## config.mk

```make
export PLATFORM = sky130hd
export DESIGN_NAME = four_channel_pwm_timer_unit
export DESIGN_NICKNAME = d
export VERILOG_FILES = /design/src/hdl/fcpwm_pkg.sv /design/src/hdl/fcpwm_freq_solver.sv /design/src/hdl/four_channel_pwm_timer_unit.sv
export SDC_FILE = /design/constraint.sdc
export NUM_CORES = 1
export LEC_CHECK = 0
export BUFFER_PORTS_ARGS = -buffer_cell sky130_fd_sc_hd__buf_4
export CORE_MARGIN = 3
export CORE_UTILIZATION = 35
export DETAILED_ROUTE_END_ITERATION = 8
export HOLD_SLACK_MARGIN = 0.12
export SKIP_CTS_REPAIR_TIMING = 1
export SLEW_MARGIN = 20
export SYNTH_ARGS = -nofsm -noshare
export SYNTH_HDL_FRONTEND = slang
export SYNTH_SLANG_ARGS = --single-unit
```

## constraint.sdc

```tcl
create_clock -name aclk -period 9.24 [get_ports aclk]
set_clock_uncertainty 0.15 [all_clocks]
set_input_delay 0.924 -clock aclk [delete_from_list [all_inputs] [get_ports aclk]]
set_output_delay 0.924 -clock aclk [all_outputs]
set_load 0.005 [all_outputs]
```

## src/hdl/fcpwm_pkg.sv

```systemverilog
`default_nettype none

package fcpwm_pkg;

    localparam int FREQ_W = 26;
    localparam int DUTY_W = 8;
    localparam int TOP_W  = 8;
    localparam int SEL_W  = 3;
    localparam int PCNT_W = 10;

    typedef enum logic [2:0] {
        OP_TICK    = 3'd0,
        OP_SET     = 3'd1,
        OP_ENABLE  = 3'd2,
        OP_DISABLE = 3'd3,
        OP_READ    = 3'd4
    } opcode_t;

    // status of the frequency solver towards the top level
    typedef struct packed {
        logic             busy;
        logic             done;
        logic [SEL_W-1:0] sel;
        logic [TOP_W-1:0] top;
    } freq_status_t;

    // prescaler ratios 1, 2, 4, 8, 16, 64, 256, 1024 as shift amounts
    function automatic logic [3:0] prescale_shift(input logic [SEL_W-1:0] sel);
        logic [3:0] sh;
        case (sel)
            3'd0:    sh = 4'd0;
            3'd1:    sh = 4'd1;
            3'd2:    sh = 4'd2;
            3'd3:    sh = 4'd3;
            3'd4:    sh = 4'd4;
            3'd5:    sh = 4'd6;
            3'd6:    sh = 4'd8;
            default: sh = 4'd10;
        endcase
        return sh;
    endfunction

endpackage

`default_nettype wire

```

## src/hdl/fcpwm_freq_solver.sv

```systemverilog
`default_nettype none

module fcpwm_freq_solver #(
    parameter int CLOCK_HZ = 48000000
) (
    input  wire logic                          aclk,
    input  wire logic                          aresetn,
    input  wire logic                          start,
    input  wire logic [fcpwm_pkg::FREQ_W-1:0]  freq,
    output fcpwm_pkg::freq_status_t            status
);

    localparam int CLK_W  = $clog2(CLOCK_HZ + 1);
    localparam int WIDE_W = fcpwm_pkg::FREQ_W + 10;
    localparam logic [CLK_W-1:0] CLK_VAL = CLK_W'(CLOCK_HZ);

    typedef enum logic [2:0] {
        S_IDLE   = 3'b001,
        S_SEARCH = 3'b010,
        S_DIVIDE = 3'b100
    } solver_state_t;

    solver_state_t                   state_reg, state_next;
    logic [fcpwm_pkg::FREQ_W-1:0]    f_reg;
    logic [fcpwm_pkg::SEL_W-1:0]     sel_reg;
    logic [fcpwm_pkg::FREQ_W-1:0]    rem_reg;
    logic [8:0]                      nlow_reg;
    logic [7:0]                      q_reg;
    logic [3:0]                      bit_reg;
    logic                            done_reg;
    logic [fcpwm_pkg::TOP_W-1:0]     top_reg;

    logic [CLK_W-1:0]                n_cand;
    logic [WIDE_W-1:0]               f_x257;
    logic                            fits;
    logic [fcpwm_pkg::FREQ_W:0]      trial;
    logic                            q_bit;
    logic [8:0]                      q_final;

    // candidate period numerator and fit test: (clk >> k) / f <= 256
    assign n_cand = CLK_VAL >> fcpwm_pkg::prescale_shift(sel_reg);
    assign f_x257 = WIDE_W'({f_reg, 8'd0}) + WIDE_W'(f_reg);
    assign fits   = WIDE_W'(n_cand) < f_x257;

    assign trial   = {rem_reg, nlow_reg[8]};
    assign q_bit   = trial >= {1'b0, f_reg};
    assign q_final = {q_reg, q_bit};

    always_comb begin
        state_next = state_reg;
        unique case (state_reg)
            S_IDLE: begin
                if (start) state_next = S_SEARCH;
            end
            S_SEARCH: begin
                if (start) state_next = S_SEARCH;
                else if (fits) state_next = S_DIVIDE;
                else if (sel_reg == fcpwm_pkg::SEL_W'(7)) state_next = S_IDLE;
            end
            S_DIVIDE: begin
                if (start) state_next = S_SEARCH;
                else if (bit_reg == 4'd0) state_next = S_IDLE;
            end
            default: state_next = S_IDLE;
        endcase
    end

    always_ff @(posedge aclk) begin
        if (!aresetn) begin
            state_reg <= S_IDLE;
            done_reg  <= 1'b0;
        end else begin
            state_reg <= state_next;
            done_reg  <= 1'b0;
            if (start) begin
                f_reg   <= (freq == '0) ? fcpwm_pkg::FREQ_W'(1) : freq;
                sel_reg <= '0;
            end else if (state_reg == S_SEARCH) begin
                if (fits) begin
                    rem_reg  <= fcpwm_pkg::FREQ_W'(n_cand >> 9);
                    nlow_reg <= n_cand[8:0];
                    q_reg    <= '0;
                    bit_reg  <= 4'd8;
                end else if (sel_reg == fcpwm_pkg::SEL_W'(7)) begin
                    // nothing fits: slowest prescaler, full range
                    top_reg  <= '1;
                    done_reg <= 1'b1;
                end else begin
                    sel_reg <= sel_reg + 1'b1;
                end
            end else if (state_reg == S_DIVIDE) begin
                rem_reg  <= q_bit ? fcpwm_pkg::FREQ_W'(trial - {1'b0, f_reg})
                                  : trial[fcpwm_pkg::FREQ_W-1:0];
                nlow_reg <= {nlow_reg[7:0], 1'b0};
                q_reg    <= q_final[7:0];
                bit_reg  <= bit_reg - 1'b1;
                if (bit_reg == 4'd0) begin
                    // period floor of 1
                    top_reg  <= (q_final < 9'd2) ? fcpwm_pkg::TOP_W'(1)
                                                 : fcpwm_pkg::TOP_W'(q_final - 9'd1);
                    done_reg <= 1'b1;
                end
            end
        end
    end

    assign status.busy = (state_reg != S_IDLE);
    assign status.done = done_reg;
    assign status.sel  = sel_reg;
    assign status.top  = top_reg;

endmodule

`default_nettype wire

```

## src/hdl/four_channel_pwm_timer_unit.sv

```systemverilog
// four-channel pwm timer on a prescaled 8-bit counter
// input channel (s_valid/s_ready): one command per transfer - tick, set duty,
// enable, disable or read duty - addressed by s_channel, duty in s_duty
// result channel (m_valid/m_ready): one result per command with the channel
// levels, the read-back duty and an accepted flag
// the input register loads at the transfer edge, the result register loads
// from it once empty or once its result is taken; throughput is one command
// per cycle while m_ready stays high and no frequency update is running
// a stalled receiver fills the result register and then the input register,
// after which s_ready falls until the result is taken
// cfg_wr_en/cfg_wr_data set the target frequency; the write restarts the
// counter, clears every compare value and runs the frequency solver: a
// prescaler search, a bit-serial period division, a load of the new period
// and a rebuild of the compare values one channel at a time, with s_ready
// held low from after the write until the rebuild ends
// reset loads the values for 1000 Hz (divide by 256, top 186) directly, with
// all duties, enables and compare values cleared
`default_nettype none

module four_channel_pwm_timer_unit #(
    parameter int NUM_CHANNELS = 4,
    parameter int CLOCK_HZ     = 48000000
) (
    input  wire logic                          aclk,
    input  wire logic                          aresetn,
    // configuration
    input  wire logic                          cfg_wr_en,
    input  wire logic [fcpwm_pkg::FREQ_W-1:0]  cfg_wr_data,
    // command channel
    input  wire logic                          s_valid,
    output wire logic                          s_ready,
    input  wire logic [2:0]                    s_opcode,
    input  wire logic [2:0]                    s_channel,
    input  wire logic [15:0]                   s_duty,
    // result channel
    output wire logic                          m_valid,
    input  wire logic                          m_ready,
    output wire logic [3:0]                    m_pwm_levels,
    output wire logic [7:0]                    m_read_duty,
    output wire logic                          m_accepted
);

    localparam int CH_W   = (NUM_CHANNELS > 1) ? $clog2(NUM_CHANNELS) : 1;
    localparam int DW     = fcpwm_pkg::DUTY_W;
    localparam int TW     = fcpwm_pkg::TOP_W;
    localparam int SW     = fcpwm_pkg::SEL_W;
    localparam int PW     = fcpwm_pkg::PCNT_W;
    localparam logic [3:0]    NUM_CH_VAL  = 4'(NUM_CHANNELS);
    localparam logic [CH_W-1:0] LAST_CH   = CH_W'(NUM_CHANNELS - 1);
    localparam logic [TW-1:0] TOP_RESET   = 8'd186;
    localparam logic [SW-1:0] SEL_RESET   = 3'd6;

    // input register
    logic                  in_valid_reg;
    logic [2:0]            op_reg;
    logic [2:0]            ch_reg;
    logic [15:0]           duty_reg;

    // timer state
    logic [DW-1:0]         stored_duty_reg [NUM_CHANNELS];
    logic [DW-1:0]         compare_reg     [NUM_CHANNELS];
    logic [DW-1:0]         compare_next    [NUM_CHANNELS];
    logic [NUM_CHANNELS-1:0] enable_mask_reg;
    logic [TW-1:0]         counter_top_reg;
    logic [SW-1:0]         prescale_sel_reg;
    logic [PW-1:0]         prescale_count_reg;
    logic [TW-1:0]         wave_count_reg;

    // compare rebuild after a frequency change
    logic                  sweep_active_reg;
    logic [CH_W-1:0]       sweep_idx_reg;

    // result register
    logic                  m_valid_reg;
    logic [3:0]            pwm_reg;
    logic [7:0]            read_duty_reg;
    logic                  accepted_reg;

    fcpwm_pkg::freq_status_t solver_status;

    logic                  busy;
    logic                  advance;
    logic                  ch_valid;
    logic [CH_W-1:0]       ch_idx;
    logic [CH_W-1:0]       duty_idx;
    logic [DW-1:0]         duty_clamped;
    logic [DW-1:0]         duty_src;
    logic [15:0]           scale_prod;
    logic [16:0]           scale_sum;
    logic [DW-1:0]         scaled;
    logic [3:0]            levels;
    logic [PW:0]           pcount_inc;
    logic [PW:0]           divisor;
    logic                  is_cmd;

    fcpwm_freq_solver #(
        .CLOCK_HZ (CLOCK_HZ)
    ) u_solver (
        .aclk    (aclk),
        .aresetn (aresetn),
        .start   (cfg_wr_en),
        .freq    (cfg_wr_data),
        .status  (solver_status)
    );

    assign busy    = solver_status.busy | solver_status.done | sweep_active_reg;
    assign advance = in_valid_reg && (!m_valid_reg || m_ready);
    assign s_ready = !busy && (!in_valid_reg || advance);

    assign ch_valid = {1'b0, ch_reg} < NUM_CH_VAL;
    assign ch_idx   = ch_reg[CH_W-1:0];
    assign is_cmd   = (op_reg == fcpwm_pkg::OP_SET) || (op_reg == fcpwm_pkg::OP_ENABLE)
                   || (op_reg == fcpwm_pkg::OP_DISABLE) || (op_reg == fcpwm_pkg::OP_READ);

    assign duty_clamped = (duty_reg > 16'd255) ? 8'd255 : duty_reg[7:0];

    // one shared scaler and its duty read port, the rebuild sweep borrows them
    assign duty_idx = sweep_active_reg ? sweep_idx_reg : ch_idx;
    assign duty_src = (!sweep_active_reg && op_reg == fcpwm_pkg::OP_SET)
                    ? duty_clamped : stored_duty_reg[duty_idx];

    // duty * top / 255, exact for products below 65536
    assign scale_prod = 16'(duty_src) * 16'(counter_top_reg);
    assign scale_sum  = 17'(scale_prod) + 17'(scale_prod >> 8) + 17'd1;
    assign scaled     = scale_sum[15:8];

    always_comb begin
        for (int i = 0; i < NUM_CHANNELS; i++) compare_next[i] = compare_reg[i];
        if (ch_valid) begin
            case (op_reg)
                fcpwm_pkg::OP_SET,
                fcpwm_pkg::OP_ENABLE:  compare_next[ch_idx] = scaled;
                fcpwm_pkg::OP_DISABLE: compare_next[ch_idx] = '0;
                default: ;
            endcase
        end
    end

    // levels use the compare values as this command leaves them; a tick
    // leaves them untouched and sees the count before it advances
    for (genvar g = 0; g < 4; g++) begin : g_level
        if (g < NUM_CHANNELS) begin : g_on
            assign levels[g] = wave_count_reg < compare_next[g];
        end else begin : g_off
            assign levels[g] = 1'b0;
        end
    end

    assign pcount_inc = {1'b0, prescale_count_reg} + 1'b1;
    assign divisor    = (PW + 1)'(1) << fcpwm_pkg::prescale_shift(prescale_sel_reg);

    // input register
    always_ff @(posedge aclk) begin
        if (!aresetn) begin
            in_valid_reg <= 1'b0;
        end else begin
            if (s_valid && s_ready) begin
                in_valid_reg <= 1'b1;
                op_reg       <= s_opcode;
                ch_reg       <= s_channel;
                duty_reg     <= s_duty;
            end else if (advance) begin
                in_valid_reg <= 1'b0;
            end
        end
    end

    // timer state
    always_ff @(posedge aclk) begin
        if (!aresetn) begin
            for (int i = 0; i < NUM_CHANNELS; i++) begin
                stored_duty_reg[i] <= '0;
                compare_reg[i]     <= '0;
            end
            enable_mask_reg    <= '0;
            counter_top_reg    <= TOP_RESET;
            prescale_sel_reg   <= SEL_RESET;
            prescale_count_reg <= '0;
            wave_count_reg     <= '0;
            sweep_active_reg   <= 1'b0;
            sweep_idx_reg      <= '0;
        end else if (cfg_wr_en) begin
            // restart the timer and drop every compare until rebuilt
            for (int i = 0; i < NUM_CHANNELS; i++) compare_reg[i] <= '0;
            prescale_count_reg <= '0;
            wave_count_reg     <= '0;
            sweep_active_reg   <= 1'b0;
        end else if (solver_status.done) begin
            prescale_sel_reg <= solver_status.sel;
            counter_top_reg  <= solver_status.top;
            sweep_active_reg <= 1'b1;
            sweep_idx_reg    <= '0;
        end else if (sweep_active_reg) begin
            compare_reg[sweep_idx_reg] <= enable_mask_reg[sweep_idx_reg] ? scaled : '0;
            sweep_idx_reg <= sweep_idx_reg + 1'b1;
            if (sweep_idx_reg == LAST_CH) sweep_active_reg <= 1'b0;
        end else if (advance) begin
            for (int i = 0; i < NUM_CHANNELS; i++) compare_reg[i] <= compare_next[i];
            if (op_reg == fcpwm_pkg::OP_TICK) begin
                if (pcount_inc >= divisor) begin
                    prescale_count_reg <= '0;
                    wave_count_reg     <= (wave_count_reg >= counter_top_reg)
                                        ? '0 : wave_count_reg + 1'b1;
                end else begin
                    prescale_count_reg <= pcount_inc[PW-1:0];
                end
            end else if (ch_valid) begin
                case (op_reg)
                    fcpwm_pkg::OP_SET:     stored_duty_reg[ch_idx] <= duty_clamped;
                    fcpwm_pkg::OP_ENABLE:  enable_mask_reg[ch_idx] <= 1'b1;
                    fcpwm_pkg::OP_DISABLE: enable_mask_reg[ch_idx] <= 1'b0;
                    default: ;
                endcase
            end
        end
    end

    // result register
    always_ff @(posedge aclk) begin
        if (!aresetn) begin
            m_valid_reg <= 1'b0;
        end else begin
            if (advance) begin
                m_valid_reg   <= 1'b1;
                pwm_reg       <= levels;
                read_duty_reg <= (op_reg == fcpwm_pkg::OP_READ && ch_valid)
                               ? stored_duty_reg[ch_idx] : '0;
                accepted_reg  <= (op_reg == fcpwm_pkg::OP_TICK) || (is_cmd && ch_valid);
            end else if (m_ready) begin
                m_valid_reg <= 1'b0;
            end
        end
    end

    assign m_valid      = m_valid_reg;
    assign m_pwm_levels = pwm_reg;
    assign m_read_duty  = read_duty_reg;
    assign m_accepted   = accepted_reg;

    // no command enters while the period is being solved or rebuilt
    assert property (@(posedge aclk) disable iff (!aresetn) busy |-> !s_ready)
        else $error("command taken during frequency update");

    // a frequency write restarts the waveform
    assert property (@(posedge aclk) disable iff (!aresetn)
        cfg_wr_en |=> (wave_count_reg == '0) && (prescale_count_reg == '0))
        else $error("timer not restarted by frequency write");

    // the waveform count never passes the period top
    assert property (@(posedge aclk) disable iff (!aresetn)
        wave_count_reg <= counter_top_reg)
        else $error("wave count beyond top");

    // the prescaler count stays below the selected ratio
    assert property (@(posedge aclk) disable iff (!aresetn)
        ({1'b0, prescale_count_reg} < divisor))
        else $error("prescaler count beyond ratio");

    // scaled compare values never exceed the period top
    for (genvar g = 0; g < NUM_CHANNELS; g++) begin : g_chk
        assert property (@(posedge aclk) disable iff (!aresetn)
            compare_reg[g] <= counter_top_reg)
            else $error("compare value beyond top");
    end

endmodule

`default_nettype wire
```

# Yosys cells after proc, flatten, opt, wreduce, memory -nomap -nowiden
# Memory sizes are Yosys's and may differ from the RTL's. A register that Yosys moved wholly into a read port is not among the register bits.
# Index checks and enable logic that the tools add are counted.
[word_totals] regBits=153 ramBits=64 inputBits=53 out_inout_bits=15 mem_count=2
[classes] addsub=10 multipliers=1 n_lt_le_gt_ge=16 eq_ne=30 shift=2 muxes=99 bitwise_logic=21 reduce_logical=47
[memory_table] name="compare_reg" depth=4 word_bits=8 read_ports=4 rd_ports_with_merged_regs=0 wr=4 line_no="four_channel_pwm_timer_unit.sv:61" text="logic [DW-1:0] compare_reg [NUM_CHANNELS];"
[memory_table] name="stored_duty_reg" depth=4 word_bits=8 read_ports=2 rd_ports_with_merged_regs=1 wr=4 line_no="four_channel_pwm_timer_unit.sv:60" text="logic [DW-1:0] stored_duty_reg [NUM_CHANNELS];"
[ops] operator="8-bit 2-to-1 mux" count=24
[ops] operator="26-bit 2-to-1 mux" count=4
[ops] operator="32-bit case mux with 2 select lines" count=1
[ops] operator="4-bit case mux with 7 select lines" count=2
[ops] operator="1-bit 2-to-1 mux" count=40
[ops] operator="26-bit by 36-bit less-than comparator with 1-bit output" count=1
[ops] operator="34-bit by 26-bit adder with 35-bit output" count=1
[ops] operator="32-bit bitwise AND" count=1
[ops] operator="32-bit bitwise mux" count=1
[ops] operator="8-bit less-than comparator" count=4
[ops] operator="32-bit 2-to-1 mux" count=1
[ops] operator="32-bit inverter" count=1
[ops] operator="3-bit == test (second input constant)" count=9
[ops] operator="27-bit by 26-bit greater-or-equal comparator with 1-bit output" count=1
[ops] operator="3-bit 2-to-1 mux" count=9
[ops] operator="9-bit 2-to-1 mux" count=3
[ops] operator="26-bit logical NOT" count=1
[ops] operator="26-bit by 4-bit right shift with 26-bit output (first input constant)" count=1
[ops] operator="26-bit subtractor" count=1
[ops] operator="3-bit by 2-bit == test with 1-bit output (second input constant)" count=7
[ops] operator="16-bit by 1-bit adder with 16-bit output (second input constant)" count=1
[ops] operator="16-bit by 8-bit adder with 16-bit output" count=1
[ops] operator="8-bit demux with 2-bit select" count=1
[ops] operator="16-bit by 8-bit greater-than comparator with 1-bit output (second input constant)" count=1
[ops] operator="50 further kinds" count=109

# Longest topological paths before layout
[depth] word_depth=12 depth_mapped=38 depth_no_buf=38

# Modules after synthesis
# Synthesis repeated with hierarchy kept, for this count alone.
[unflattened] cells_unflattened=1861 hier_area_um2=17561.8
[modules_own_cells] module="four_channel_pwm_timer_unit" n_inst=1 cells_each=978 area_each_um2=9943.3 seq_area_each_um2=3733.6
[modules_own_cells] module="fcpwm_freq_solver" n_inst=1 cells_each=883 area_each_um2=7618.6 seq_area_each_um2=2602.5

# Worst setup path after synthesis
# No wires, ideal clock.
[synth_timing] path_kind="reg2reg" startpoint="reg sweep_active_reg" endpoint="reg pwm_reg[1], in the netlist m_pwm_levels[1] (data pin)" setup_ps=255 arrival_time_ps=8771 setup_slack_ps=64 stages_incl_launch_ff=34 synth_period_minus_slack_ps=9176 path_cell_list="dfxtp_1 -> buf_2 -> clkbuf_1 -> mux2i_1 -> mux4_2 -> o21ai_1 -> nor2_1 -> fa_1 -> fa_1 -> fa_1 -> inv_1 -> fa_1 -> inv_1 -> ha_1 -> and2_1 -> a311o_1 -> or4b_4 -> a31oi_1 -> o311ai_2 -> ha_1 -> and3_1 -> nand2_1 -> a2111oi_4 -> o211ai_4 -> or4_1 -> nand2_1 -> a31oi_1 -> ha_1 -> a21o_1 -> a21oi_1 -> nor2b_1 -> nor2_1 -> o21ai_0 -> a21bo_2"
[synth_between] elab_chain_cells=10 word_cells_on_any_way=12
[synth_lines] element="from (decl)" line_no="four_channel_pwm_timer_unit.sv:70" text="logic sweep_active_reg;"
[synth_lines] element="from (signal assigned)" line_no="four_channel_pwm_timer_unit.sv:180" text="sweep_active_reg <= 1'b0;"
[synth_lines] element="from (signal assigned)" line_no="four_channel_pwm_timer_unit.sv:187" text="sweep_active_reg <= 1'b0;"
[synth_lines] element="from (signal assigned)" line_no="four_channel_pwm_timer_unit.sv:191" text="sweep_active_reg <= 1'b1;"
[synth_lines] element="2-bit 2-to-1 mux or 1-bit logical NOT (tied branches)" line_no="four_channel_pwm_timer_unit.sv:118, four_channel_pwm_timer_unit.sv:119"
[synth_lines] element="memory 4 x 8 bit or 1-bit logical AND (tied branches)"
[synth_lines] element="8-bit 2-to-1 mux (*)" line_no="four_channel_pwm_timer_unit.sv:120" text="? duty_clamped : stored_duty_reg[duty_idx];"
[synth_lines] element="8-bit by 8-bit multiplier with 16-bit output (*)" line_no="four_channel_pwm_timer_unit.sv:123" text="assign scale_prod = 16'(duty_src) * 16'(counter_top_reg);"
[synth_lines] element="16-bit by 8-bit adder with 16-bit output (*)" line_no="four_channel_pwm_timer_unit.sv:124" text="assign scale_sum = 17'(scale_prod) + 17'(scale_prod >> 8) + 17'd1;"
[synth_lines] element="16-bit by 1-bit adder with 16-bit output (*)" line_no="four_channel_pwm_timer_unit.sv:124"
[synth_lines] element="32-bit bitwise mux (*)" line_no="four_channel_pwm_timer_unit.sv:132" text="fcpwm_pkg::OP_ENABLE: compare_next[ch_idx] = scaled;"
[synth_lines] element="32-bit case mux with 2 select lines (*)" line_no="four_channel_pwm_timer_unit.sv:130" text="case (op_reg)"
[synth_lines] element="32-bit 2-to-1 mux (*)" line_no="four_channel_pwm_timer_unit.sv:129" text="if (ch_valid) begin"
[synth_lines] element="8-bit less-than comparator (*)" line_no="four_channel_pwm_timer_unit.sv:143" text="assign levels[g] = wave_count_reg < compare_next[g];"
[synth_lines] element="via levels[1]" line_no="four_channel_pwm_timer_unit.sv:91" text="logic [3:0] levels;"
[synth_lines] element="to (signal assigned)" line_no="four_channel_pwm_timer_unit.sv:225" text="pwm_reg <= levels;"
[synth_lines] element="to (decl)" line_no="four_channel_pwm_timer_unit.sv:75" text="logic [3:0] pwm_reg;"
# Mark *: on every way through the listed nets, which the timed path passes. The rest lies on a longest branch.
# A chain may end at the register's enable or synchronous reset.

# Worst setup path in the final report
[layout_timing] startpoint="reg ch_reg[0]" endpoint="reg pwm_reg[0], in the netlist m_pwm_levels[0] (data pin)"
[layout_between] elab_chain_cells=10 word_cells_on_any_way=19
[layout_lines] element="from (decl)" line_no="four_channel_pwm_timer_unit.sv:56" text="logic [2:0] ch_reg;"
[layout_lines] element="from (signal assigned)" line_no="four_channel_pwm_timer_unit.sv:160" text="ch_reg <= s_channel;"
[layout_lines] element="2-bit 2-to-1 mux or 2-bit inverter with 3-bit output (tied branches)" line_no="four_channel_pwm_timer_unit.sv:118, four_channel_pwm_timer_unit.sv:132, four_channel_pwm_timer_unit.sv:133"
[layout_lines] element="memory 4 x 8 bit, or another cell as far along"
[layout_lines] element="8-bit 2-to-1 mux or 1-bit logical AND (tied branches)" line_no="four_channel_pwm_timer_unit.sv:120, four_channel_pwm_timer_unit.sv:132, four_channel_pwm_timer_unit.sv:133"
[layout_lines] element="8-bit by 8-bit multiplier with 16-bit output or 8-bit 2-to-1 mux (tied branches)" line_no="four_channel_pwm_timer_unit.sv:123, four_channel_pwm_timer_unit.sv:132, four_channel_pwm_timer_unit.sv:133"
[layout_lines] element="16-bit by 8-bit adder with 16-bit output or 8-bit demux with 2-bit select (tied branches)" line_no="four_channel_pwm_timer_unit.sv:124, four_channel_pwm_timer_unit.sv:132, four_channel_pwm_timer_unit.sv:133"
[layout_lines] element="16-bit by 1-bit adder with 16-bit output or 32-bit inverter (tied branches)"
[layout_lines] element="32-bit bitwise mux or 32-bit bitwise AND (tied branches)"
[layout_lines] element="32-bit case mux with 2 select lines" line_no="four_channel_pwm_timer_unit.sv:130"
[layout_lines] element="32-bit 2-to-1 mux (*)" line_no="four_channel_pwm_timer_unit.sv:129"
[layout_lines] element="8-bit less-than comparator (*)" line_no="four_channel_pwm_timer_unit.sv:143"
[layout_lines] element="via levels[0]" line_no="four_channel_pwm_timer_unit.sv:91"
# Marked as above.

==> results.md <==
* Most used cell, CP: buf_4
* Setup Viol. Count Final at 0
* Antenna-violating nets left at 0
* Number of synthesized flops with an enable pin at 183
* Core area at 49500 sq um
* Area leader, netlist: edfxtp_1
* Reg clk slew, reported paths at 0.06 ns
* Most common cell in the netlist: nor2_1
* Status: complete, no violations
* PortBufs at 67
* Syn. warnings at 0
* Post-Synth Simple-Gate Area at 0.188
* Pwr dens at 209 nW/um^2
* Synth top area share at 0.310
* Gate Count Post-Synth at 1890
* Crit end category: register
* Design Power at 4260 uW
* Top FF cell, synth: edfxtp_1
* Final hold slack at 0.333 ns
* Distinct cells, synth at 92
* Vias/cell at 5.55
* Synth Area in Adders at 0.167
* Initial antenna violation count at 0
* Starting Density at 0.358
* Worst vdd ir at 0.000291 V
* Synthesized area at 17700 sq um
* Required @ worst endpoint at 9.40 ns
* Worst min path class: reg -> reg
* Final worst-path setup slack at 0.136 ns
* Fin util at 0.413
* Area taken by multi-input logic gates at 10800 sq um
* Filler cell count at 4944
* Ys async rst share at 0
* Die Ht at 231 um
* Comb power frac at 0.468
* H-tree depth at 1
* GP Congestion at 0.914
* First-pass GRT wire length at 76200 um
* Switch share at 0.398
* CP peak stage delay at 0.57 ns
* Largest family of logic cells by synthesized area: simple AND/OR/NAND/NOR gates
* P&R area growth vs syn at 15.3%
* Pre-antenna DRT Iters at 5
* Dpl cell area at 19100 sq um
* Clock power frac at 0.260
* Site row count at 81
* Nets at 2230
* Vias at 14700
* Fmax at 110 MHz
* Antenna diodes at 0
* Yosys reg bits at 225
* Critical path's slowest cell: or4b_4
* Slew margin rel. at 0.298
* Hpwl dp at 36500 um
* Clk sink count at 225
* CTS Root Cell: clkbuf_16
* Final Hold Fails at 0
* Routed length per instance at 18.1 um
* Sequential-to-total area share from yosys stat at 0.358
* Sequential share of power at 0.272
* TritonCTS Buffers at 29
* WL final at 47800 um
* Min Clock Period, post-route at 9.10 ns
* GRT Total Usage at 0.174
* Post-route cell area at 20400 sq um
* Synth Area in Compound Gates at 0.178
* Vias in the first global route at 14500
* Mux cell area share after synthesis at 0.0283
* Max-slew violations at 0
* Die X-Extent at 231 um
* Cell family with most CP delay: adder cells
* IO Count at 68
* Post-synth top cells: nor2_1 (189), edfxtp_1 (183), nand2_1 (177)
* CTS tree: yes
* Pre-CTS WS at -0.0725 ns
* Crit start category: register
* P_int at 2560 uW
* Initial DRC Count at 1207
* Largest net degree at the start of global routing at 51
* Share of layout cells above drive strength 1 at 0.136
* Worst-skew pair later-pin latency at 0.57 ns
* Crit path max fanout at 5
* Tcrit/Tclk final at 0.985
* Synth area leaders: edfxtp_1 (31%), ha_1 (12%), dfxtp_1 (4.7%), fa_1 (4.3%), nor2_1 (4.0%)
* Slew @ Worst Pin at 1.04 ns
* DR DRC count at 0
* Max clock buf depth at 3
* Leak at 0.00846 uW
* Net Switching at 1700 uW
* Mapped Avg Cell Area at 9.37 sq um
* Max-cap viol count at 0
* Critical Path AT at 9.26 ns
* Post-Synth XOR/XNOR Area at 0.0336
* Worst Path Buf+Inv at 8
* Critical path class: reg -> reg
* Overflow after GRT at 0
* Die area at 53300 sq um
* Storage cell area at 6340 sq um
[worst reg2reg max path: cells and delay by family (launching register included)]
family	cells	cell delay (ns)
multiplexers	2	0.78
AO/OA/AOI/OAI	9	2.02
buffers and inverters	8	0.98
flip-flops	1	0.43
XOR/XNOR	1	0.18
adder cells (fa/ha/maj)	7	2.87
AND/OR/NAND/NOR	7	1.47
[worst paths after layout]
check / start / endpoint / slack [ns] / cells after the start
worst min register to register: u_solver.top_reg[7] / counter_top_reg[7] / 0.33 / 2
worst max register to register: ch_reg[0] / m_pwm_levels[0] / 0.14 / 34
worst min-delay path: u_solver.top_reg[7] / counter_top_reg[7] / 0.33 / 2
worst max-delay path: ch_reg[0] / m_pwm_levels[0] / 0.14 / 34
[metrics by stage]
stage	TNS [ns]	instances
4_1_cts	-0.190	2638
5_1_grt	-0.237	2650
3_3_place_gp	0	2584
6_report	0	2650
2_1_floorplan	0	1892
3_5_place_dp	-0.135	2584
[cells by family after synthesis]
group | after synthesis
AOI/OAI and AO/OA | 469
xor gates and xnor gates | 67
adders and majority gates | 214
buffers and inverters | 216
DFF | 225
muxes | 29
other | 1
and+or+nand+nor | 669
[layer usage]
layer  routed length (um)  part of all wire  GRT usage  vias to the layer above
met5                    0                 0          0                        -
met1                21300              0.45      0.235                     7125
li1                     -                 -          -                     7041
met3                 2510             0.052     0.0231                      109
met2                22300              0.47      0.286                      444
met4                 1670             0.035     0.0624                        0
[placed cells by master, fill, tap and decap left out, types with 16 or more instances in the layout]
cell	count
o21ai_0	83
xnor2_1	27
buf_4	124
inv_1	119
nor3_1	34
nor4_1	17
ha_1	171
nand3_1	28
nor2b_1	32
nor2_1	187
mux4_2	16
edfxtp_1	183
dfxtp_1	41
a211oi_1	17
nand2b_1	32
and3_1	31
fa_1	37
a21oi_1	101
a21o_1	36
xor2_1	38
nand4_1	18
o21a_1	20
o211ai_1	21
a31oi_1	36
nand2_1	172
and2_1	40
clkbuf_16	32
[area by class of cell]
class,count,area share
multi-input combinational,1451,0.530
sequential,225,0.311
timing repair buffer,130,0.0500
tap,664,0.0407
clock buffer,35,0.0387
inverter,126,0.0232
clock inverter,19,0.00729
[power by group through the flow]
stage / clock, uW / combinational, uW / sequential [uW]
2_1_floorplan: 0 / 1220 / 1170
3_3_place_gp: 0 / 1770 / 1180
3_5_place_dp: 0 / 1800 / 1180
4_1_cts: 1130 / 1810 / 1160
5_1_grt: 1170 / 2160 / 1160
6_report: 1110 / 1990 / 1160
Power figures use the tool's default switching activity.
